## src/design/vlda_pkg.sv

```systemverilog
// ----------------------------------------------------------------------------
// vlda_pkg
// shared constants, types and helpers of the vertical line doubler
// ----------------------------------------------------------------------------
package vlda_pkg;

	localparam int MAX_WIDTH  = 2048;
	localparam int MAX_HEIGHT = 2048;

	localparam int PIX_W     = 8;
	localparam int COL_W     = 11;
	localparam int ROW_W     = 11;
	localparam int DIM_W     = 12;
	localparam int CFG_IDX_W = 4;

	localparam int QDEPTH = 4;
	localparam int QPTR_W = 2;
	localparam int QCNT_W = 3;

	typedef enum logic [CFG_IDX_W-1:0] {
		REG_SRC_WIDTH  = 4'd0,
		REG_DST_WIDTH  = 4'd1,
		REG_SRC_HEIGHT = 4'd2,
		REG_DST_HEIGHT = 4'd3
	} cfg_reg_t;

	typedef struct packed {
		logic [DIM_W-1:0] src_width;
		logic [DIM_W-1:0] ncols;
		logic [ROW_W-1:0] nrows;
		logic             any_rows;
	} geom_t;

	typedef struct packed {
		logic [ROW_W-1:0] row;
		logic [COL_W-1:0] col;
		logic [PIX_W-1:0] pix;
		logic [PIX_W-1:0] mean;
		logic             has_mean;
	} entry_t;

	function automatic logic [DIM_W-1:0] clamp_dim(input logic [DIM_W-1:0] v,
	                                               input logic [DIM_W-1:0] max);
		clamp_dim = (v > max) ? max : v;
	endfunction

endpackage

```

## src/design/vlda_if.sv

```systemverilog


interface vlda_cfg_if;
	logic                           valid;
	logic                           ready;
	logic [vlda_pkg::CFG_IDX_W-1:0] index;
	logic [vlda_pkg::DIM_W-1:0]     data;

	modport source (output valid, output index, output data, input ready);
	modport sink (input valid, input index, input data, output ready);
endinterface

```

## src/design/vlda_cfg.sv

```systemverilog
// ----------------------------------------------------------------------------
// vlda_cfg
// configuration registers and derived frame geometry
// ----------------------------------------------------------------------------
module vlda_cfg (
	input  logic                clk,
	input  logic                arst_n,
	vlda_cfg_if.sink            cfg,
	output vlda_pkg::geom_t     geom
);

	logic [vlda_pkg::DIM_W-1:0] src_width_q;
	logic [vlda_pkg::DIM_W-1:0] dst_width_q;
	logic [vlda_pkg::DIM_W-1:0] src_height_q;
	logic [vlda_pkg::DIM_W-1:0] dst_height_q;

	logic [vlda_pkg::DIM_W-1:0] sw, dw, sh, dh;
	logic [vlda_pkg::ROW_W-1:0] half;

	assign cfg.ready = 1'b1;

	always_ff @(posedge clk or negedge arst_n) begin
		if (!arst_n) begin
			src_width_q  <= vlda_pkg::DIM_W'(640);
			dst_width_q  <= vlda_pkg::DIM_W'(640);
			src_height_q <= vlda_pkg::DIM_W'(480);
			dst_height_q <= vlda_pkg::DIM_W'(960);
		end else if (cfg.valid) begin
			unique case (cfg.index)
				vlda_pkg::REG_SRC_WIDTH:  src_width_q  <= cfg.data;
				vlda_pkg::REG_DST_WIDTH:  dst_width_q  <= cfg.data;
				vlda_pkg::REG_SRC_HEIGHT: src_height_q <= cfg.data;
				vlda_pkg::REG_DST_HEIGHT: dst_height_q <= cfg.data;
				default: ;
			endcase
		end
	end

	always_comb begin
		sw = vlda_pkg::clamp_dim(src_width_q, vlda_pkg::DIM_W'(vlda_pkg::MAX_WIDTH));
		dw = vlda_pkg::clamp_dim(dst_width_q, vlda_pkg::DIM_W'(vlda_pkg::MAX_WIDTH));
		sh = vlda_pkg::clamp_dim(src_height_q, vlda_pkg::DIM_W'(vlda_pkg::MAX_HEIGHT));
		dh = vlda_pkg::clamp_dim(dst_height_q, vlda_pkg::DIM_W'(vlda_pkg::MAX_HEIGHT));

		half = dh[vlda_pkg::DIM_W-1:1];
		if (!dh[0]) begin
			half = half - vlda_pkg::ROW_W'(1);
		end

		geom.src_width = sw;
		geom.ncols     = (sw < dw) ? sw : dw;
		geom.any_rows  = (sh != '0) && (dh != '0);
		geom.nrows     = '0;
		if (sh > vlda_pkg::DIM_W'(1) && dh > vlda_pkg::DIM_W'(1)) begin
			if (sh <= {1'b0, half}) begin
				geom.nrows = vlda_pkg::ROW_W'(sh - vlda_pkg::DIM_W'(1));
			end else begin
				geom.nrows = half;
			end
		end
	end

endmodule

```

## src/flat_wrapper.sv

```systemverilog
// flat-port wrapper written by rule: the top's interface ports become plain ports
module vlda_cfg_flat 
  (clk, arst_n, geom, cfg_valid, cfg_index, cfg_data, cfg_ready);
  vlda_cfg_if cfg_i ();
  input  logic clk;
  input  logic arst_n;
  output vlda_pkg::geom_t geom;
  input wire logic [$bits(cfg_i.valid)-1:0] cfg_valid;
  input wire logic [$bits(cfg_i.index)-1:0] cfg_index;
  input wire logic [$bits(cfg_i.data)-1:0] cfg_data;
  output wire logic [$bits(cfg_i.ready)-1:0] cfg_ready;
  assign cfg_i.valid = cfg_valid;
  assign cfg_i.index = cfg_index;
  assign cfg_i.data = cfg_data;
  assign cfg_ready = cfg_i.ready;
  vlda_cfg u_core (.clk(clk), .arst_n(arst_n), .cfg(cfg_i), .geom(geom));
endmodule
```

## config.mk

```make
export PLATFORM = sky130hd
export DESIGN_NAME = vlda_cfg_flat
export DESIGN_NICKNAME = d
export VERILOG_FILES = /design/src/design/vlda_pkg.sv /design/src/design/vlda_if.sv /design/src/design/vlda_cfg.sv /design/src/flat_wrapper.sv
export SDC_FILE = /design/constraint.sdc
export NUM_CORES = 1
export LEC_CHECK = 0
export BUFFER_PORTS_ARGS = -buffer_cell sky130_fd_sc_hd__clkbuf_2
export CORE_MARGIN = 1
export CORE_UTILIZATION = 58
export DETAILED_ROUTE_END_ITERATION = 16
export PLACE_DENSITY = 0.89
export SYNTH_ARGS = -nofsm -noshare
export SYNTH_HDL_FRONTEND = slang
export SYNTH_SLANG_ARGS = --single-unit
```

## constraint.sdc

```tcl
create_clock -name clk -period 3.95 [get_ports clk]
set_input_delay 0.1975 -clock clk [delete_from_list [all_inputs] [get_ports clk]]
set_output_delay 0.1975 -clock clk [all_outputs]
set_load 0.03 [all_outputs]
```

After elaboration in Yosys (flattened, before gate mapping) --
Cells that the tools add are included.
Operators by class: $add $sub $neg 2, magnitude comparators 8, equality and inequality tests 3, multiplexer cells 8, reduce and logical (&&, ||, !) cells 9
Operator list (number):
- 12-bit 2-to-1 mux | 5
- 12-bit > comparator (second input constant) | 4
- 11-bit 2-to-1 mux | 3
- 12-bit by 1-bit > comparator with 1-bit output (second input constant) | 2
- 12-bit nonzero test | 2
- 11-bit by 1-bit subtractor with 11-bit output (second input constant) | 2
- 12-bit by 11-bit less-or-equal comparator with 1-bit output | 1
- 12-bit less-than comparator | 1
- 4-bit by 2-bit equality test with 1-bit output (second input constant) | 2
- 2-bit AND reduction | 4
- 4-bit by 1-bit equality test with 1-bit output (second input constant) | 1
- 4-bit logical NOT | 1
- 1-bit logical AND | 2
Storage, ports and cells: register bits 48, output and inout bits 37, word-level logic and storage cells 34

Logic depth before layout (Yosys ltp) --
depth in word-level cells 7, gate-level depth with buffers 16, mapped depth without buffers 13

Least setup slack after synthesis --
Ideal clock, no wire load.
path kind flip-flop to output port, from register u_core.dst_height_q[11] in the netlist's numbering, to output geom[10] in the netlist's numbering, arrival time 3.904 ns, data required time 3.753 ns, setup slack -0.152 ns, stages on the path, launching flop included 16, path buffers 3, cell sequence dfrtp_1 > clkbuf_1 > inv_1 > nand2_1 > ha_1 > or4b_1 > clkbuf_1 > o41ai_1 > nor2_1 > ha_1 > nand4b_1 > or2_2 > a31oi_1 > a31o_2 > buf_2 > mux2i_1
RTL lines:
- start, declared | line vlda_cfg.sv:15 | logic [vlda_pkg::DIM_W-1:0] dst_height_q;
- start signal, assigned | line vlda_cfg.sv:27 | dst_height_q <= vlda_pkg::DIM_W'(960);
- start signal, assigned | line vlda_cfg.sv:33 | vlda_pkg::REG_DST_HEIGHT: dst_height_q <= cfg.data;
- end, declared | line flat_wrapper.sv:7 | output vlda_pkg::geom_t geom;

==> flow_summary.ini <==
[power]
p_per_area_nw_per_um2 = 729
leakage_nw = 2.13
peakVddDrop_v = 0.000435

[layout]
n_fill_cell = 334
num_antenna_cells = 0
drive_above_1_share_pct = 43.4
nNetsFinal = 477
syn_to_final_growth_pct = 27.7
stdcell_area_um2 = 4530

[yosys]
synth_edf_count = 0
syn_avg_cell_area_um2 = 9.82
synthesis.area_um2 = 3550
yosysWarnings = 0
async_flop_share_pct = 100
synth_seq_cells = 48
syn-num-nets = 408
syn_inst = 361
yosysSeqAreaShare_pct = 34.3
synthFlopType = dfrtp_1
synth_cell_types = 54

[worst_hold_path]
hold_class = primary input to flip-flop
hp-start = cfg_data[10]
holdPathStages = 2

[grt]
gr-usage-met2_pct = 53.2
grt_overflow = 0
grt_use_met3_pct = 6.93
grt_pass1_wl_mm = 15.5
grt-busiest-layer = met2
grt_pass1_vias = 3088
gr-usage-met1_pct = 40.6
grt_max_degree = 49
track_usage_pct = 31.8
antenna_found_initial = 0

[routing]
wl_per_cell_um = 21.5
antenna_left = 0
route.detailed.drc = 0
via_per_inst = 6.69
drt_iter0_drc = 419
drt_pre_antenna_iters = 6
vias = 3385
routed_wl_mm = 10.9

[timing]
worst_pin_slew_ns = 0.770
finalHoldViolations = 0
period_minus_slack_ns = 4.10
clock.fmax_mhz = 244
maxSlewViolCount = 0
whs_ns = 0.176
final.setup.worst_slack_ns = -0.155
rsz0062_at_grt = true
finalSetupViolCount = 11
slew_headroom_pct = 48.2
min_period_over_period_pct = 104
finClkSkew_ns = 0

[floorplanning]
pin_count = 56
rows = 28
core_area_um2 = 5920
die_x_um = 80.2
die_area_um2 = 6430
initial_utilization_pct = 59.9
fp.dieH_um = 80.2

[cts]
clk_pin_slew_ns = 0.09
cts.sinks = 48
cts_max_level = 2
cts_made_buffers = 5
clockBufferDepth = 2
root_buffer = clkbuf_8
cts_tree = yes
clkLatencyLatePin_ns = 0.30

[outcome]
violations = setup timing
outcome = finished with violations

[job]
maxCapViolCount = 0

[placed_design]
gp_congestion = 0.946
dp_hpwl_mm = 6.54
pre_cts_ws_ns = -0.0566
placed_cell_area_um2 = 4060
numPortBuffers = 54

[worst_setup_path]
cp_data_arrival_time_ns = 3.91
path_cells = inv_2 -> nand2_2 -> ha_4 -> or4b_4 -> buf_6 -> nor2_1 -> a21oi_1 -> ha_1 -> nand4b_1 -> or2_2 -> a31oi_4 -> a31o_4 -> mux2i_4 -> buf_8
worstSetupStartpoint = u_core.dst_height_q[11]$_DFFE_PN0P_
endpoint_kind = primary output
worstSetupPathType = flip-flop to primary output
cp_slowest_cell = or4b_4
path_max_fanout = 6
r2r_cells = 1
cp.required_ns = 3.75
worst_r2r_startpoint = u_core.src_height_q[11]$_DFFE_PN0P_
start_kind = flip-flop
crit_path_max_incr_delay_ns = 0.50
## sequential cells by signal (all words and copies together) (netlist names)
signal               count
u_core.dst_height_q     12
u_core.dst_width_q      12
u_core.src_height_q     12
u_core.src_width_q      12
## per-layer routing
layer | wire [um] | up-vias
met4 | 609 | 0
met2 | 5370 | 273
met5 | 0 | -
met3 | 1060 | 83
met1 | 3850 | 1600
li1 | - | 1429
## through the flow
step / cells / power (W) / TNS, ns / util, %
finish: 506 / 0.00330 / -1.38 / 76.5
global route: 506 / 0.00345 / -2.38 / 76.5
CTS: 499 / 0.00306 / -0.00266 / 73.8
detailed placement: 485 / 0.00251 / -0.494 / 68.5
global placement: 485 / 0.00244 / 0 / 68.5
floorplan: 361 / 0.00209 / 0 / -
## final cells by class
class	instances	area, um2	share of cell area (%)
clock buffers	5	68.8	1.52
clock inverters	3	47.5	1.05
inverters	23	86.3	1.91
multi-input cells	273	2460	54.4
flip-flops and latches	48	1220	26.9
well taps	75	93.8	2.07
repair buffers	79	552	12.2
## repair_timing
item	in CTS	in global routing
endpoints found under the hold margin	12	0
setup buffers	4	7
gates cloned	1	0
gates resized for setup	29	39
setup endpoints to repair	11	19
hold buffers	1	0
pin swaps	5	17
## where the power goes
group / internal, W / switching [W]
registers: 0.000628 / 0.000156
logic: 0.000922 / 0.00123
clock network: 0.000191 / 0.000173
total: 0.00174 / 0.00156
## Yosys cell counts, drive strengths merged, types with 2 or more instances
cell    instances  share of area, %
nand4b          2              0.49
nor4            6               1.1
xnor2           3              0.74
o221ai          2              0.49
a211oi          2              0.56
ha             28               9.9
clkbuf         13               1.4
or2             3              0.53
nand4           4              0.71
nand2          25               2.6
dfstp          12               8.9
o41ai           2               1.0
a21oi           7              0.99
a21o            2              0.42
nor3            9               1.4
mux2i          21               5.9
nand3b          2              0.42
nor2b          11               1.9
xor2            6               1.5
inv            23               2.4
nor2           20               2.2
a31o            2              0.49
or4             4              0.85
dfrtp          36                25
mux2           50                16
or3             3              0.53
nand3           4              0.56
buf             5              0.74
a32oi           2              0.49
o21ai          17               2.4
nand2b         19               3.4
## worst max-delay path, delay by kind of cell (launching register included)
kind | cells | cell delay [ns]
buffers and inverters | 3 | 0.37
flip-flops | 1 | 0.42
multiplexers | 1 | 0.29
adder cells (fa/ha/maj) | 2 | 0.48
AO/OA/AOI/OAI | 3 | 0.62
AND/OR/NAND/NOR | 5 | 1.42
## kinds of logic (layout without fill, tap and decap cells)
group                    after synthesis  count (layout)  share of synthesized area [%]
AO/OA/AOI/OAI                         47              48                           9.53
XOR/XNOR                               9               9                           2.22
adder cells (fa/ha/maj)               28              28                           9.88
buffers and inverters                 41             110                           4.55
flip-flops                            48              48                           34.3
multiplexers                          71              71                           21.8
other                                  1               1                          0.106
AND/OR/NAND/NOR                      116             116                           17.6
## cells in the final DEF, fill, tap and decap left out, drive strengths merged, types with 2 or more instances in the layout
cell    count
a211oi      2
a21o        2
a21oi       7
a31o        3
a32oi       2
buf        35
clkbuf     48
clkinv      2
dfrtp      36
dfstp      12
ha         28
inv        23
mux2       50
mux2i      21
nand2      25
nand2b     19
nand3       4
nand3b      2
nand4       4
nand4b      2
nor2       20
nor2b      11
nor3        9
nor4        6
o21ai      17
o221ai      2
o41ai       2
or2         3
or3         3
or4         4
xnor2       3
xor2        6
## worst paths after layout
kind	end	slack [ns]
max in group asynchronous	u_core.dst_height_q[2]$_DFFE_PN0P_	3.00
max	geom[3]	-0.15
min reg2reg	u_core.dst_width_q[0]$_DFFE_PN0P_	0.52
min	u_core.src_height_q[10]$_DFFE_PN0P_	0.18
max reg2reg	u_core.src_height_q[11]$_DFFE_PN0P_	2.78
min in group asynchronous	u_core.src_width_q[8]$_DFFE_PN0P_	0.52
Power figures use the tool's default switching activity.
