**config.mk**
```make
export PLATFORM = sky130hd
export DESIGN_NAME = vlda_back_flat
export DESIGN_NICKNAME = d
export VERILOG_FILES = /design/src/design/vlda_pkg.sv /design/src/design/vlda_if.sv /design/src/design/vlda_back.sv /design/src/flat_wrapper.sv
export SDC_FILE = /design/constraint.sdc
export NUM_CORES = 1
export LEC_CHECK = 0
export ABC_AREA = 1
export ABC_CLOCK_PERIOD_IN_PS = 2600
export BUFFER_PORTS_ARGS = -buffer_cell sky130_fd_sc_hd__buf_4
export CORE_MARGIN = 5
export CORE_UTILIZATION = 40
export DETAILED_ROUTE_END_ITERATION = 16
export PLACE_DENSITY = 0.73
export SYNTH_ARGS = -nofsm -noshare
export SYNTH_HDL_FRONTEND = slang
export SYNTH_SLANG_ARGS = --single-unit
```
**constraint.sdc**
```tcl
create_clock -name clk -period 2.6 [get_ports clk]
set_input_delay 0.13 -clock clk [delete_from_list [all_inputs] [get_ports clk]]
set_output_delay 0.13 -clock clk [all_outputs]
set_load 0.01 [all_outputs]
```
**src/design/vlda_pkg.sv**
```systemverilog
// ----------------------------------------------------------------------------
// vlda_pkg
// shared constants, types and helpers of the vertical line doubler
// ----------------------------------------------------------------------------
package vlda_pkg;

	localparam int MAX_WIDTH  = 2048;
	localparam int MAX_HEIGHT = 2048;

	localparam int PIX_W     = 8;
	localparam int COL_W     = 11;
	localparam int ROW_W     = 11;
	localparam int DIM_W     = 12;
	localparam int CFG_IDX_W = 4;

	localparam int QDEPTH = 4;
	localparam int QPTR_W = 2;
	localparam int QCNT_W = 3;

	typedef enum logic [CFG_IDX_W-1:0] {
		REG_SRC_WIDTH  = 4'd0,
		REG_DST_WIDTH  = 4'd1,
		REG_SRC_HEIGHT = 4'd2,
		REG_DST_HEIGHT = 4'd3
	} cfg_reg_t;

	typedef struct packed {
		logic [DIM_W-1:0] src_width;
		logic [DIM_W-1:0] ncols;
		logic [ROW_W-1:0] nrows;
		logic             any_rows;
	} geom_t;

	typedef struct packed {
		logic [ROW_W-1:0] row;
		logic [COL_W-1:0] col;
		logic [PIX_W-1:0] pix;
		logic [PIX_W-1:0] mean;
		logic             has_mean;
	} entry_t;

	function automatic logic [DIM_W-1:0] clamp_dim(input logic [DIM_W-1:0] v,
	                                               input logic [DIM_W-1:0] max);
		clamp_dim = (v > max) ? max : v;
	endfunction

endpackage

```
**src/design/vlda_if.sv**
```systemverilog


interface vlda_res_if;
	logic                       valid;
	logic                       ready;
	logic [vlda_pkg::ROW_W-1:0] out_row;
	logic [vlda_pkg::COL_W-1:0] out_col;
	logic [vlda_pkg::PIX_W-1:0] value;
	logic                       last;

	modport source (output valid, output out_row, output out_col, output value,
		output last, input ready);
	modport sink (input valid, input out_row, input out_col, input value,
		input last, output ready);
endinterface


```
**src/design/vlda_back.sv**
```systemverilog
// ----------------------------------------------------------------------------
// vlda_back
// expands each queued beat into a mean write (rows past 0) and a copy write
// ----------------------------------------------------------------------------
module vlda_back (
	input  logic             clk,
	input  logic             arst_n,
	input  logic             pop_valid,
	output logic             pop,
	input  vlda_pkg::entry_t head,
	vlda_res_if.source       dst
);

	logic                       phase_q;
	logic                       out_valid_q;
	logic [vlda_pkg::ROW_W-1:0] out_row_q;
	logic [vlda_pkg::COL_W-1:0] out_col_q;
	logic [vlda_pkg::PIX_W-1:0] value_q;
	logic                       last_q;

	logic                       load;
	logic                       mean_beat;
	logic [vlda_pkg::ROW_W-1:0] copy_row;

	assign load      = pop_valid && (!out_valid_q || dst.ready);
	assign mean_beat = head.has_mean && !phase_q;
	assign pop       = load && !mean_beat;
	assign copy_row  = head.row << 1;

	assign dst.valid   = out_valid_q;
	assign dst.out_row = out_row_q;
	assign dst.out_col = out_col_q;
	assign dst.value   = value_q;
	assign dst.last    = last_q;

	always_ff @(posedge clk or negedge arst_n) begin
		if (!arst_n) begin
			phase_q     <= 1'b0;
			out_valid_q <= 1'b0;
		end else begin
			if (load) begin
				out_valid_q <= 1'b1;
				phase_q     <= mean_beat;
			end else if (dst.ready) begin
				out_valid_q <= 1'b0;
			end
		end
	end

	always_ff @(posedge clk) begin
		if (load) begin
			out_col_q <= head.col;
			if (mean_beat) begin
				out_row_q <= copy_row - vlda_pkg::ROW_W'(1);
				value_q   <= head.mean;
				last_q    <= 1'b0;
			end else begin
				out_row_q <= copy_row;
				value_q   <= head.pix;
				last_q    <= 1'b1;
			end
		end
	end

endmodule

```
**src/flat_wrapper.sv**
```systemverilog
// flat-port wrapper written by rule: the top's interface ports become plain ports
module vlda_back_flat 
  (clk, arst_n, pop_valid, pop, head, dst_valid, dst_out_row, dst_out_col, dst_value, dst_last, dst_ready);
  vlda_res_if dst_i ();
  input  logic clk;
  input  logic arst_n;
  input  logic pop_valid;
  output logic pop;
  input  vlda_pkg::entry_t head;
  output wire logic [$bits(dst_i.valid)-1:0] dst_valid;
  output wire logic [$bits(dst_i.out_row)-1:0] dst_out_row;
  output wire logic [$bits(dst_i.out_col)-1:0] dst_out_col;
  output wire logic [$bits(dst_i.value)-1:0] dst_value;
  output wire logic [$bits(dst_i.last)-1:0] dst_last;
  input wire logic [$bits(dst_i.ready)-1:0] dst_ready;
  assign dst_valid = dst_i.valid;
  assign dst_out_row = dst_i.out_row;
  assign dst_out_col = dst_i.out_col;
  assign dst_value = dst_i.value;
  assign dst_last = dst_i.last;
  assign dst_i.ready = dst_ready;
  vlda_back u_core (.clk(clk), .arst_n(arst_n), .pop_valid(pop_valid), .pop(pop), .head(head), .dst(dst_i));
endmodule
```
# --- Word level (Yosys, flattened, before mapping) ---
# Cells that the tools add are included.
totals:
  register_bits: 33
  inputBits: 43
  out_inout_bits: 33
  wordCells: 21
op_classes:
  n_addsub: 1
  n_mux: 5
  reduce_logical: 8
ops:
  columns: ["cell", "count"]
  rows:
  - ["11-bit 2-to-1 mux", 1]
  - ["11-bit by 1-bit subtractor with 11-bit output, second input constant", 1]
  - ["8-bit 2-to-1 mux", 1]
  - ["1-bit logical AND", 3]
  - ["1-bit logical NOT", 3]
  - ["1-bit 2-to-1 mux", 3]
  - ["2-bit nonzero test", 1]
  - ["1-bit logical OR", 1]

# --- Logic depth before layout (Yosys ltp) ---
logic_depth:
  word_depth: 4
  ltp_mapped: 7
  depth_no_buf: 7

# --- Worst setup path after synthesis ---
# No wires, ideal clock.
synth_timing:
  path_type: "flip-flop to flip-flop"
  from: "reg u_core.out_valid_q (netlist: u_core.dst.valid)"
  to: "reg u_core.last_q (netlist: u_core.dst.last), enable pin"
  setup_ns: 0.386
  arrival_ns: 1.232
  required_time_ns: 2.214
  path_slack_ns: 0.982
  stages_incl_launch_ff: 4
  synth_period_minus_slack_ns: 1.618
  cell_sequence: "dfrtp_1 -> nand2_1 -> nand2_1 -> inv_1"
synth_between:
  elab_chain_len: 3
synth_rtl:
  columns: ["item", "line_no", "rtl"]
  rows:
  - ["start: declaration", "vlda_back.sv:15", "logic out_valid_q;"]
  - ["start signal: assignment", "vlda_back.sv:39", "out_valid_q <= 1'b0;"]
  - ["start signal: assignment", "vlda_back.sv:42", "out_valid_q <= 1'b1;"]
  - ["start signal: assignment", "vlda_back.sv:45", "out_valid_q <= 1'b0;"]
  - ["1-bit logical NOT", "vlda_back.sv:25", "assign load = pop_valid && (!out_valid_q || dst.ready);"]
  - ["1-bit logical OR", "vlda_back.sv:25", null]
  - ["1-bit logical AND", "vlda_back.sv:25", null]
  - ["named net u_core.load", "vlda_back.sv:21", "logic load;"]
  - ["end signal: assignment", "vlda_back.sv:56", "last_q <= 1'b0;"]
  - ["end signal: assignment", "vlda_back.sv:60", "last_q <= 1'b1;"]
  - ["end: declaration", "vlda_back.sv:19", "logic last_q;"]
# The timed path passes the listed nets, and every way through them passes these cells.
# A chain may end at the register's enable or synchronous reset.

# --- Worst setup path in the final report ---
layout_timing:
  from: "reg u_core.phase_q"
  to: "out pop"
layout_between:
  elab_chain_len: 4
layout_rtl:
  columns: ["item", "line_no", "rtl"]
  rows:
  - ["start: declaration", "vlda_back.sv:14", "logic phase_q;"]
  - ["start signal: assignment", "vlda_back.sv:43", "phase_q <= mean_beat;"]
  - ["1-bit logical NOT", "vlda_back.sv:26", "assign mean_beat = head.has_mean && !phase_q;"]
  - ["1-bit logical AND", "vlda_back.sv:26", null]
  - ["1-bit logical NOT", "vlda_back.sv:27", "assign pop = load && !mean_beat;"]
  - ["1-bit logical AND", "vlda_back.sv:27", null]
  - ["end: declaration", "flat_wrapper.sv:8", "output logic pop;"]
# Every way passes these cells.

==> results.tsv <==
stage	metric	value	unit
floorplanning	core	3360	µm²
run	maxCapViolCount	0	
synthesis	synth.top_cell.area_share	66.5	%
setup_path	arrival	1.28	ns
synthesis	synthCells	120	
global_routing	grt_use_met2	26.0	%
clocking	root_buffer	clkbuf_4	
clocking	cts.htree.levels	2	
clocking	cts_buffer_depth	2	
sta	worst_pin_slew	0.377	ns
power	power.density	524	nW/µm²
synthesis	yosys-top-cells-count	43 x nand2_1, 31 x edfxtp_1, 12 x inv_1	
power	power_frac_comb	19.8	%
synthesis	dominantRegCellSynth	edfxtp_1	
cells_and_area	drive_above_1_share	43.7	%
clocking	clk_pin_slew	0.10	ns
cells_and_area	multi_input_area	340	µm²
cells_and_area	nFillCells	275	
power	vdd_ir_drop_max	259	µV
routing	routedWlPerCell	12.5	µm
cells_and_area	final_area	2170	µm²
global_routing	met1_usage	14.1	%
setup_path	cpPeakStageDelay	0.42	ns
cells_and_area	regArea	981	µm²
setup_path	r2r-end	u_core.dst.value[5]	
place	place.gp.congestion	0.791	
global_routing	grt_max_degree	32	
synthesis	synthTopCellsByArea	edfxtp_1 66%, nand2_1 12%, dfrtp_1 3.6%	
hold_path	hp-class	input pin to flip-flop	
clocking	cts_buffers	5	
routing	drt-total-wl	3240	µm
floorplanning	fp.dieH	69.2	µm
floorplanning	die_area	4780	µm²
sta	skew	0.00659	ns
synthesis	async_flop_share	6.06	%
synthesis	synth_edf_count	31	
cells_and_area	syn_to_final_growth	55.2	%
setup_path	worstPathRequired	2.47	ns
setup_path	cp_top_family	flip-flops	
cells_and_area	utilization	64.6	%
power	power.share.clock	23.5	%
synthesis	synth-seq-cells	33	
sta	min_period	1.41	ns
power	power_frac_seq	56.7	%
setup_path	path_buf_inv	1	
synthesis	synth_cell_types	18	
sta	fin_hold_ws	0.0580	ns
sta	finalMaxSlewViolations	0	
routing	drtIter0Drc	32	
cells_and_area	antenna_cells	0	
hold_path	hold_path_depth	4	
routing	vias_per_cell	4.41	
synthesis	syn_avg_cell_area	11.7	µm²
sta	hold_violations	0	
global_routing	top_usage_layer	met2	
sta	max_freq	0.708	GHz
global_routing	met3_usage	4.36	%
cells_and_area	fin_nets	256	
run_status	status	finished, final reports clean	
global_routing	grt_antenna_before_repair	0	
place	port_buffers	74	
power	p_sw	288	µW
clocking	post_cts_buffers	0	
setup_path	cp_cell_sequence	nor2_4, nor2_2, buf_4	
setup_path	path_class	flip-flop to output port	
place	place_area	2000	µm²
setup_path	critPathSlowestCell	dfrtp_1	
global_routing	grtUsageTotal	13.9	%
synthesis	yosys_warnings	0	
hold_path	hold-path-endpoint	u_core.dst.valid	
floorplanning	rows	21	
setup_path	r2r_setup_slack	1.25	ns
synthesis	synth.most_common_cell	nand2_1	
sta	period_share	54.3	%
global_routing	grt-ovfl-total	0	
hold_path	hp-start	dst_ready	
sta	setup_tns	0	ns
floorplanning	fp.dieW	69.2	µm
power	switching_share	25.3	%
clocking	cts_tree	built	
routing	drc	0	
synthesis	syn-num-nets	164	
place	place_hpwl	2470	µm
global_routing	grt_pass1_wl	5220	µm
synthesis	synth_top_area_cell	edfxtp_1	
power	cell_internal_pwr	852	µW
global_routing	grt_pass1_vias	1176	
setup_path	r2r_start	u_core.dst.valid	
sta	relSlewSlack	74.9	%
synthesis	seq_area_frac_synth	70.1	%
setup_path	startpoint_type	flip-flop	
routing	first_pass_iters	4	
clocking	clock-sinks	33	
routing	vias	1141	
synthesis	syn-cell-area	1400	µm²
power	p_leak	1.01	nW
routing	ant_nets	0	
setup_path	reg2reg_depth	4	
clocking	clock_latency	0.32	ns
setup_path	cp_max_fo	12	
setup_path	cp-end-kind	output port	
sta	rsz0062_at_grt	no	
floorplanning	io_pins	76	
floorplanning	initial_core_util	41.6	%
sta	setup_viol	0	
[how the worst max path moves through the flow]
stage / slack (ns) / to / cells past startpoint / from
2_1_floorplan: 0.98 / u_core.dst.last / 3 / u_core.dst.valid
3_3_place_gp: 1.28 / u_core.dst.out_col[5] / 4 / u_core.dst.valid
3_5_place_dp: 1.26 / u_core.dst.out_col[5] / 4 / u_core.dst.valid
4_1_cts: 1.17 / pop / 3 / u_core.phase_q
5_1_grt: 1.08 / pop / 3 / u_core.phase_q
6_report: 1.19 / pop / 3 / u_core.phase_q
[per-layer routing]
metal,share of wire (%),routed length [µm]
met2,57,1850
met3,5.8,188
met1,35,1140
met5,0,0
met4,1.8,59
[registers in the layout, summed over array words and instances (netlist names)]
name,count
u_core.dst.last,1
u_core.dst.out_col,11
u_core.dst.out_row,11
u_core.dst.valid,1
u_core.dst.value,8
u_core.phase_q,1
[worst register-to-register path, delay by kind of cell (launching register included)]
kind | cells | cell delay [ns]
flip-flops | 1 | 0.39
AND/OR/NAND/NOR | 2 | 0.20
buffers and inverters | 2 | 0.41
[final cells by class]
cell class / instances / share of cell area [%]
clock buffers: 5 / 1.73
well taps: 46 / 2.65
repair buffers: 87 / 31.4
clock inverters: 3 / 0.806
flip-flops and latches: 33 / 45.1
multi-input cells: 70 / 15.7
inverters: 15 / 2.59
[layout by cell type (no fill, tap or decap), types with 2 or more instances in the layout]
cell type      count
buf_4             75
clkbuf_4           5
clkinv_2           2
dfrtp_1            2
dlygate4sd3_1     12
edfxtp_1          31
inv_1             12
inv_2              3
nand2_1           43
nand3_1            5
nand3_2            2
nand4_1            3
nor2_1             6
nor2_2             2
nor2_4             2
xor2_1             2
[cell families (layout without fill, tap and decap cells)]
family | count (synthesis) | in the layout | synth area share (%)
AND/OR/NAND/NOR | 63 | 63 | 20.2
flip-flops | 33 | 33 | 70.1
buffers and inverters | 17 | 110 | 5.63
AO/OA/AOI/OAI | 3 | 3 | 1.34
XOR/XNOR | 3 | 3 | 1.88
adder cells (fa/ha/maj) | 1 | 1 | 0.894
[power groups by stage]
stage / registers, mW / logic [mW] / clock network, mW
floorplan: 0.679 / 0.0743 / 0
finish: 0.646 / 0.226 / 0.267
global placement: 0.657 / 0.208 / 0
CTS: 0.647 / 0.229 / 0.279
detailed placement: 0.659 / 0.214 / 0
global route: 0.650 / 0.249 / 0.300
[per-stage QoR]
stage,cells,setup WS [ns],power (mW)
4_1_cts,259,1.17,1.15
3_3_place_gp,239,1.28,0.866
2_1_floorplan,120,0.982,0.753
3_5_place_dp,239,1.26,0.873
6_report,259,1.19,1.14
5_1_grt,259,1.08,1.20
[timing repair]
item,4_1_cts,5_1_grt
hold buffers,12,0
endpoints found under the hold margin,13,0
gates resized for setup,0,0
No activity file was read; power rests on OpenSTA's default activity.
