==> src/design/vlda_pkg.sv <==
// ----------------------------------------------------------------------------
// vlda_pkg
// shared constants, types and helpers of the vertical line doubler
// ----------------------------------------------------------------------------
package vlda_pkg;

	localparam int MAX_WIDTH  = 2048;
	localparam int MAX_HEIGHT = 2048;

	localparam int PIX_W     = 8;
	localparam int COL_W     = 11;
	localparam int ROW_W     = 11;
	localparam int DIM_W     = 12;
	localparam int CFG_IDX_W = 4;

	localparam int QDEPTH = 4;
	localparam int QPTR_W = 2;
	localparam int QCNT_W = 3;

	typedef enum logic [CFG_IDX_W-1:0] {
		REG_SRC_WIDTH  = 4'd0,
		REG_DST_WIDTH  = 4'd1,
		REG_SRC_HEIGHT = 4'd2,
		REG_DST_HEIGHT = 4'd3
	} cfg_reg_t;

	typedef struct packed {
		logic [DIM_W-1:0] src_width;
		logic [DIM_W-1:0] ncols;
		logic [ROW_W-1:0] nrows;
		logic             any_rows;
	} geom_t;

	typedef struct packed {
		logic [ROW_W-1:0] row;
		logic [COL_W-1:0] col;
		logic [PIX_W-1:0] pix;
		logic [PIX_W-1:0] mean;
		logic             has_mean;
	} entry_t;

	function automatic logic [DIM_W-1:0] clamp_dim(input logic [DIM_W-1:0] v,
	                                               input logic [DIM_W-1:0] max);
		clamp_dim = (v > max) ? max : v;
	endfunction

endpackage

==> src/design/vlda_queue.sv <==
// ----------------------------------------------------------------------------
// vlda_queue
// short fifo of classified beats between front and back
// ----------------------------------------------------------------------------
module vlda_queue (
	input  logic             clk,
	input  logic             arst_n,
	input  logic             push_valid,
	output logic             push_ready,
	input  vlda_pkg::entry_t push_entry,
	output logic             pop_valid,
	input  logic             pop,
	output vlda_pkg::entry_t head
);

	vlda_pkg::entry_t            mem_q [vlda_pkg::QDEPTH];
	logic [vlda_pkg::QPTR_W-1:0] wr_ptr_q;
	logic [vlda_pkg::QPTR_W-1:0] rd_ptr_q;
	logic [vlda_pkg::QCNT_W-1:0] count_q;
	logic                        do_push;
	logic                        do_pop;

	assign push_ready = (count_q != vlda_pkg::QCNT_W'(vlda_pkg::QDEPTH));
	assign pop_valid  = (count_q != '0);
	assign do_push    = push_valid && push_ready;
	assign do_pop     = pop && pop_valid;
	assign head       = mem_q[rd_ptr_q];

	always_ff @(posedge clk or negedge arst_n) begin
		if (!arst_n) begin
			wr_ptr_q <= '0;
			rd_ptr_q <= '0;
			count_q  <= '0;
		end else begin
			if (do_push) begin
				wr_ptr_q <= wr_ptr_q + vlda_pkg::QPTR_W'(1);
			end
			if (do_pop) begin
				rd_ptr_q <= rd_ptr_q + vlda_pkg::QPTR_W'(1);
			end
			if (do_push && !do_pop) begin
				count_q <= count_q + vlda_pkg::QCNT_W'(1);
			end else if (do_pop && !do_push) begin
				count_q <= count_q - vlda_pkg::QCNT_W'(1);
			end
		end
	end

	always_ff @(posedge clk) begin
		if (do_push) begin
			mem_q[wr_ptr_q] <= push_entry;
		end
	end

endmodule

==> config.mk <==
export PLATFORM = sky130hd
export DESIGN_NAME = vlda_queue
export DESIGN_NICKNAME = d
export VERILOG_FILES = /design/src/design/vlda_pkg.sv /design/src/design/vlda_queue.sv
export SDC_FILE = /design/constraint.sdc
export NUM_CORES = 1
export LEC_CHECK = 0
export BUFFER_PORTS_ARGS = -buffer_cell sky130_fd_sc_hd__buf_2
export CAP_MARGIN = 20
export CORE_MARGIN = 2
export CORE_UTILIZATION = 45
export DETAILED_ROUTE_END_ITERATION = 12
export PLACE_DENSITY_LB_ADDON = 0.12
export SLEW_MARGIN = 20
export SYNTH_ARGS = -nofsm -noshare
export SYNTH_HDL_FRONTEND = slang
export SYNTH_SLANG_ARGS = --single-unit
==> constraint.sdc <==
create_clock -name clk -period 3.81 [get_ports clk]
set_input_delay 0.762 -clock clk [delete_from_list [all_inputs] [get_ports clk]]
set_output_delay 0.762 -clock clk [all_outputs]
set_load 0.005 [all_outputs]
## Word-level counts from Yosys, hierarchy flattened

Memory sizes are Yosys's and may differ from the RTL's.
Index checks and enable logic that the tools add are counted.

| cells by class | value |
|---|---|
| equal/unequal tests | 1 |
| add/subtract/negate cells | 4 |
| reductions and logical operators | 8 |
| muxes and demuxes | 4 |

Operators with widths:

| kind | number |
|---|---|
| $mux 3 | 2 |
| $add 2x1->2 const B | 2 |
| $logic_and 1x1->1 | 4 |
| $add 3x1->3 const B | 1 |
| $ne 3x3->1 const B | 1 |
| $reduce_bool 3->1 | 1 |
| $sub 3x1->3 const B | 1 |
| $logic_not 1->1 | 2 |
| $mux 1 | 2 |
| $reduce_bool 2->1 | 1 |

| storage, ports and cells | value |
|---|---|
| word-level logic and storage cells | 21 |
| register bits | 7 |
| memories | 1 |
| bits in writable memories | 156 |
| input port bits | 43 |
| output and inout bits | 41 |

Memory list:

| memory | words | width | rd ports | clocked after Yosys merged registers in | write ports | line | RTL |
|---|---|---|---|---|---|---|---|
| mem_q | 4 | 39 | 1 | 0 | 1 | vlda_queue.sv:16 | `vlda_pkg::entry_t mem_q [vlda_pkg::QDEPTH];` |

## Depth between registers and ports, before layout

Gate-level depths: netlist (run 1).

| depth | value |
|---|---|
| word-level depth | 6 |
| mapped depth | 8 |
| gate-level depth less buffers | 8 |

## Worst setup path after synthesis (run 1)

No wires, ideal clock.

| timing path | value |
|---|---|
| path type | input-to-reg |
| start | input push_valid |
| end | memory mem_q[0][0] (netlist bit) (enable) |
| required time | 3.410 ns |
| setup time | 0.400 ns |
| arrival time | 2.012 ns |
| stages | 2 |
| path buffers | 0 |
| slack | 1.398 ns |
| path through | a21boi_2 > and2_1 |

| on the way | value |
|---|---|
| word-level cells in the longest chain between the ends | 3 |

Ends and longest elaborated chain:

| element | line | RTL |
|---|---|---|
| from (decl) | vlda_queue.sv:8 | `input logic push_valid,` |
| $logic_and 1x1->1 | vlda_queue.sv:25 | `assign do_push = push_valid && push_ready;` |
| $mux 1 | vlda_queue.sv:50 | `if (do_push) begin` |
| $mux 1 (implied by the code) | vlda_queue.sv:51 | `mem_q[wr_ptr_q] <= push_entry;` |
| to (decl) | vlda_queue.sv:16 |  |

No other way between the ends.

==> out/summary.txt, run 1 <==
run status = finished, final reports clean
synth warn = 0
drt initial violations = 197
Slowest-stage cell, CP = dfrtp_2
Post-CTS Repair Setup Buffers = 0
vias after detailed routing = 2,716
pin slew with the least headroom to its limit = 0.757 ns
Finished Core Util = 55.4%
Setup-failing EPs final = 0
initial antenna violation count = 0
dpl cell area = 6710 µm²
startpoint types = flop
row cnt = 42
R2R Path End = count_q[2]$_DFFE_PN0P_
FFs w/ async S/R, synth = 4.29%
register area share after synthesis = 79.9%
FF-to-FF Start = count_q[1]$_DFFE_PN0P_
CTS sink count = 163
max-cap check violation count = 0
gr usage total = 15.7%
WL per Instance = 19.5 µm
final net count = 392
period utilisation layout = 77.1%
setup ws final = 0.874 ns
cell count after synthesis = 239
largest net degree at the start of global routing = 29
Clock Pin Slew Worst Setup and Hold Paths = 0.06 ns
# DRC = 0
data required time of the critical path = 3.05 ns
Met2 Routed Length = 4.92 mm
CP peak stage delay = 0.76 ns
n_diodes = 0
maximum vdd ir drop = 0.000313 V
CTS tree = built
path depth of the worst reg2reg path = 8
vias in the first global route = 2,839
FF+latch count, synth = 163
Worst-Skew Late Latency = 0.42 ns
fraction of layout cells with a size suffix above 1 = 47.2%
DRT antenna net count = 0
crit-path max FO = 17
Primary FF master, synth = edfxtp_1
slew margin rel. = 49.5%
critical path data arrival time = 2.17 ns
Die X = 120 µm
Top Metal Used = met4
DRT Pass-1 Iters = 4
post-route cell area = 7330 µm²
minimum clock period = 2.94 ns
fillers = 1,072
Post-Route WL = 10.4 mm
Layout area overhead = 20.5%
Synth Net Count = 288
Post-Syn Area = 6080 µm²
RSZ-0062 raised after global routing = no
Num CTS Buffers = 17
CP Cell Sequence = buf_4 > mux4_2 > buf_2
DP HPWL = 6.39 mm
Worst setup EP type = output pin
commonest non-fill, non-tap cell in the layout = edfxtp_1
clock buffer depth = 2
EDFF count, synth = 156
static leakage = 2.56 nW
Slew Limit Fails = 0
core area = 13,200 µm²
Syn Area/Cell = 25.5 µm²
PD cells = 791 nW/µm²
Die ar. = 14,500 µm²
worst slack, placed = 1.26 ns
hold-fix buffers at CTS = 0
met3 wire length = 482 µm
met1 wire length = 4.74 mm
I/O pin count = 84
worst hold path type = in -> async
total global routing overflow = 0
htree depth = 4
critical path type = reg -> out
Yosys cell types = 19
chip height = 120 µm
FMAX = 341 MHz
skew final = 0.00732 ns
Final Hold Fails = 0
gpl congestion = 0.664
Via-to-Cell Ratio = 5.11
most frequent cells in the layout = 156 x edfxtp_1, 83 x buf_2, 38 x mux4_2
first-pass GRT wire length = 16.2 mm
register-to-register setup slack = 1.66 ns
Setup TNS Final = 0 ns
Resized Gates After CTS = 0
I/O Buffers = 83
Initial Util = 45.9%
clock root buffer master = clkbuf_16
==> report_power, final <==
| group | internal, W | switching (W) |
|---|---|---|
| logic | 0.000772 | 0.000645 |
| registers | 0.00238 | 0.000214 |
| clock network | 0.00115 | 0.000643 |
| total | 0.00430 | 0.00150 |
==> worst max-delay path, delay by kind of cell (launching register included) <==
kind                   cells  cell delay, ns
buffers and inverters      2            0.46
DFF                        1            0.76
muxes                      1            0.53
==> cell families after synthesis <==
logic type | synth area share, %
AOI/OAI and AO/OA | 0.185
xor gates and xnor gates | 0.864
adders and majority gates | 1.36
buffers and inverters | 2.02
DFF | 79.9
muxes | 14.9
and+or+nand+nor | 0.843
==> registers in the layout, indices dropped and copies added (netlist names) <==
| name | cells |
|---|---|
| count_q | 3 |
| mem_q | 156 |
| rd_ptr_q | 2 |
| wr_ptr_q | 2 |
==> metal layers <==
metal  global-route usage [%]  vias to the layer above
li1                         -                     1215
met1                     21.0                     1410
met2                     23.7                       74
met3                     5.09                       17
met4                     7.19                        0
met5                        0                        -
==> stage by stage <==
step | hold slack [ns] | total power, W | std cells
2_1_floorplan | 0.466 | 0.00356 | 239
3_3_place_gp | 0.517 | 0.00408 | 500
6_report | 0.168 | 0.00580 | 532
4_1_cts | 0.152 | 0.00590 | 532
5_1_grt | 0.161 | 0.00610 | 532
3_5_place_dp | 0.521 | 0.00410 | 500
==> final cells by class <==
| class | instances | area, µm² | area share, % |
|---|---|---|---|
| Clock inverter | 13 | 189 | 2.58 |
| Clock buffer | 19 | 433 | 5.90 |
| Multi-Input combinational cell | 64 | 1110 | 15.1 |
| Sequential cell | 163 | 4860 | 66.3 |
| Tap cell | 176 | 220 | 3.00 |
| Inverter | 3 | 11.3 | 0.154 |
| Timing Repair Buffer | 94 | 510 | 6.96 |
==> worst max-delay path by stage <==
stage	start	end	slack, ns	cells past startpoint
2_1_floorplan	push_valid	mem_q[0][0]$_DFFE_PP_	1.40	2
3_3_place_gp	rd_ptr_q[0]$_DFFE_PN0P_	head[12]	1.26	3
3_5_place_dp	rd_ptr_q[0]$_DFFE_PN0P_	head[12]	1.26	3
4_1_cts	rd_ptr_q[0]$_DFFE_PN0P_	head[15]	0.79	3
5_1_grt	rd_ptr_q[0]$_DFFE_PN0P_	head[15]	0.71	3
6_report	rd_ptr_q[0]$_DFFE_PN0P_	head[15]	0.87	3
==> cell usage after synthesis, types with 2 or more instances <==
cell type  number  area (µm²)
mux2_2          2        22.5
ha_1            5        62.6
and2_1          4        25.0
buf_2           4        20.0
mux4_2         38         856
edfxtp_1      156        4680
dfrtp_1         7         175
nand2_1         2        7.51
buf_12          4        80.1
inv_1           3        11.3
xnor2_1         4        35.0
nor2_1          2        7.51
xor2_1          2        17.5
No activity file was read; power rests on OpenSTA's default activity.
==> run 2: changes to the inputs <==
- clock period: 3.81 -> 2.6 ns (I/O delays scaled with it)
==> out/summary.txt, run 2 (synthesized netlist as in run 1, its figures left out) <==
run status = finished, final reports clean
CTS sink count = 163
clock root buffer master = clkbuf_16
final net count = 394
critical path data arrival time = 1.95 ns
met2 usage = 24.5%
total global routing overflow = 0
GRT busiest layer = met2
maximum vdd ir drop = 0.000527 V
period utilisation layout = 95.1%
worst slack, placed = 0.441 ns
Via-to-Cell Ratio = 5.06
fraction of layout cells with a size suffix above 1 = 45.5%
minimum clock period = 2.47 ns
clock buffer depth = 2
Die ar. = 14,500 µm²
DP HPWL = 6.31 mm
htree depth = 4
I/O Buffers = 83
CTS tree = built
met3 usage = 4.67%
Slew Limit Fails = 0
startpoint types = flop
PD cells = 1110 nW/µm²
gpl congestion = 0.691
max-cap check violation count = 0
Largest regs = mem_q (156), count_q (3)
Largest Register = mem_q
Worst setup EP type = output pin
Worst-Skew Late Latency = 0.41 ns
crit-path max FO = 27
Top delay family on crit path = multiplexers
Setup TNS Final = 0 ns
vias after detailed routing = 2,700
HP Start = push_entry[14]
Die X = 120 µm
Layout area overhead = 19.2%
commonest non-fill, non-tap cell in the layout = edfxtp_1
DRT antenna net count = 0
# DRC = 0
row cnt = 42
Slowest-stage cell, CP = mux4_1
critical path type = reg -> out
Resized Gates After CTS = 0
static leakage = 2.52 nW
Final Hold Fails = 0
slew margin rel. = 74.6%
WL per Instance = 19.0 µm
met1 usage = 19.9%
FF-to-FF Start = count_q[0]$_DFFE_PN0P_
data required time of the critical path = 2.08 ns
core area = 13,200 µm²
Initial Util = 45.9%
CP peak stage delay = 0.59 ns
setup ws final = 0.127 ns
worst path bufs/invs = 2
RSZ-0062 raised after global routing = no
FMAX = 404 MHz
worst hold path type = in -> reg
dpl cells = 501
Final Power = 0.00806 W
chip height = 120 µm
Clock Pin Slew Worst Setup and Hold Paths = 0.06 ns
n_diodes = 0
drt initial violations = 209
final hold slack = 0.320 ns
DRT Pass-1 Iters = 4
crit path launch = rd_ptr_q[0]$_DFFE_PN0P_
first-pass GRT wire length = 16.1 mm
Setup-failing EPs final = 0
most frequent cells in the layout = 156 x edfxtp_1, 83 x buf_2, 38 x mux4_2
max FFs per register = 156
Num CTS Buffers = 17
I/O pin count = 84
skew final = 0.00550 ns
initial antenna violation count = 0
CP Cell Sequence = buf_12 > mux4_1 > buf_2
largest net degree at the start of global routing = 32
pin slew with the least headroom to its limit = 0.381 ns
fin cells = 534
Post-Route WL = 10.1 mm
gr usage total = 15.5%
vias in the first global route = 2,943
==> run 2: changes by cell type in the layout (fill, tap and decap cells not counted) <==
cell           before  now
clkinv_1            3    1
clkinvlp_4          1    0
clkbuf_8            0    3
bufinv_16           5    0
clkinv_2            4    1
buf_12              1    2
clkbuf_1            2   10
dlygate4sd3_1       0    1
==> run 2: timing repair <==
item,in CTS,in global routing
setup endpoints to repair,0,0
setup buffers,0,0
hold buffers,1,0
hold endpoints to repair,7,0
==> run 2: final timing paths <==
check | end | slack (ns) | depth (start not counted)
min | mem_q[1][14]$_DFFE_PP_ | 0.32 | 1
max reg2reg | count_q[2]$_DFFE_PN0P_ | 0.46 | 8
min in group asynchronous | count_q[2]$_DFFE_PN0P_ | 0.47 | 2
max in group asynchronous | rd_ptr_q[0]$_DFFE_PN0P_ | 1.96 | 2
min reg2reg | count_q[2]$_DFFE_PN0P_ | 0.54 | 1
max | head[34] | 0.13 | 3
==> run 2: layout make-up <==
type	instances	area, µm²
well taps	176	220
fillers	1057	5990
flip-flops and latches	163	4860
clock buffers	30	504
multi-input cells	64	1110
inverters	3	11.3
clock inverters	2	8.76
repair buffers	96	541
==> run 2: layer usage <==
layer / vias up / part of all wire, %
li1: 1221 / -
met1: 1401 / 44
met2: 64 / 49
met3: 14 / 5.1
met4: 0 / 2.0
met5: - / 0
==> run 2: worst reg2reg max path, delay by kind of cell, from the launching register on <==
family,cells,cell delay (ns)
XOR/XNOR,2,0.34
adder cells (fa/ha/maj),2,0.58
buffers and inverters,1,0.06
flip-flops,1,0.43
AND/OR/NAND/NOR,3,0.65
==> run 2: per-stage QoR <==
step | instance area (µm²) | utilization [%]
2_1_floorplan | 6080 | -
3_3_place_gp | 6730 | 50.8
3_5_place_dp | 6730 | 50.8
4_1_cts | 7250 | 54.8
5_1_grt | 7250 | 54.8
6_report | 7250 | 54.8
==> run 2: power breakdown <==
| group | switching (W) | internal [W] | leakage (nW) |
|---|---|---|---|
| Sequential | 0.000202 | 0.00348 | 1.51 |
| Clock | 0.000869 | 0.00129 | 0.248 |
| Combinational | 0.00106 | 0.00115 | 0.766 |
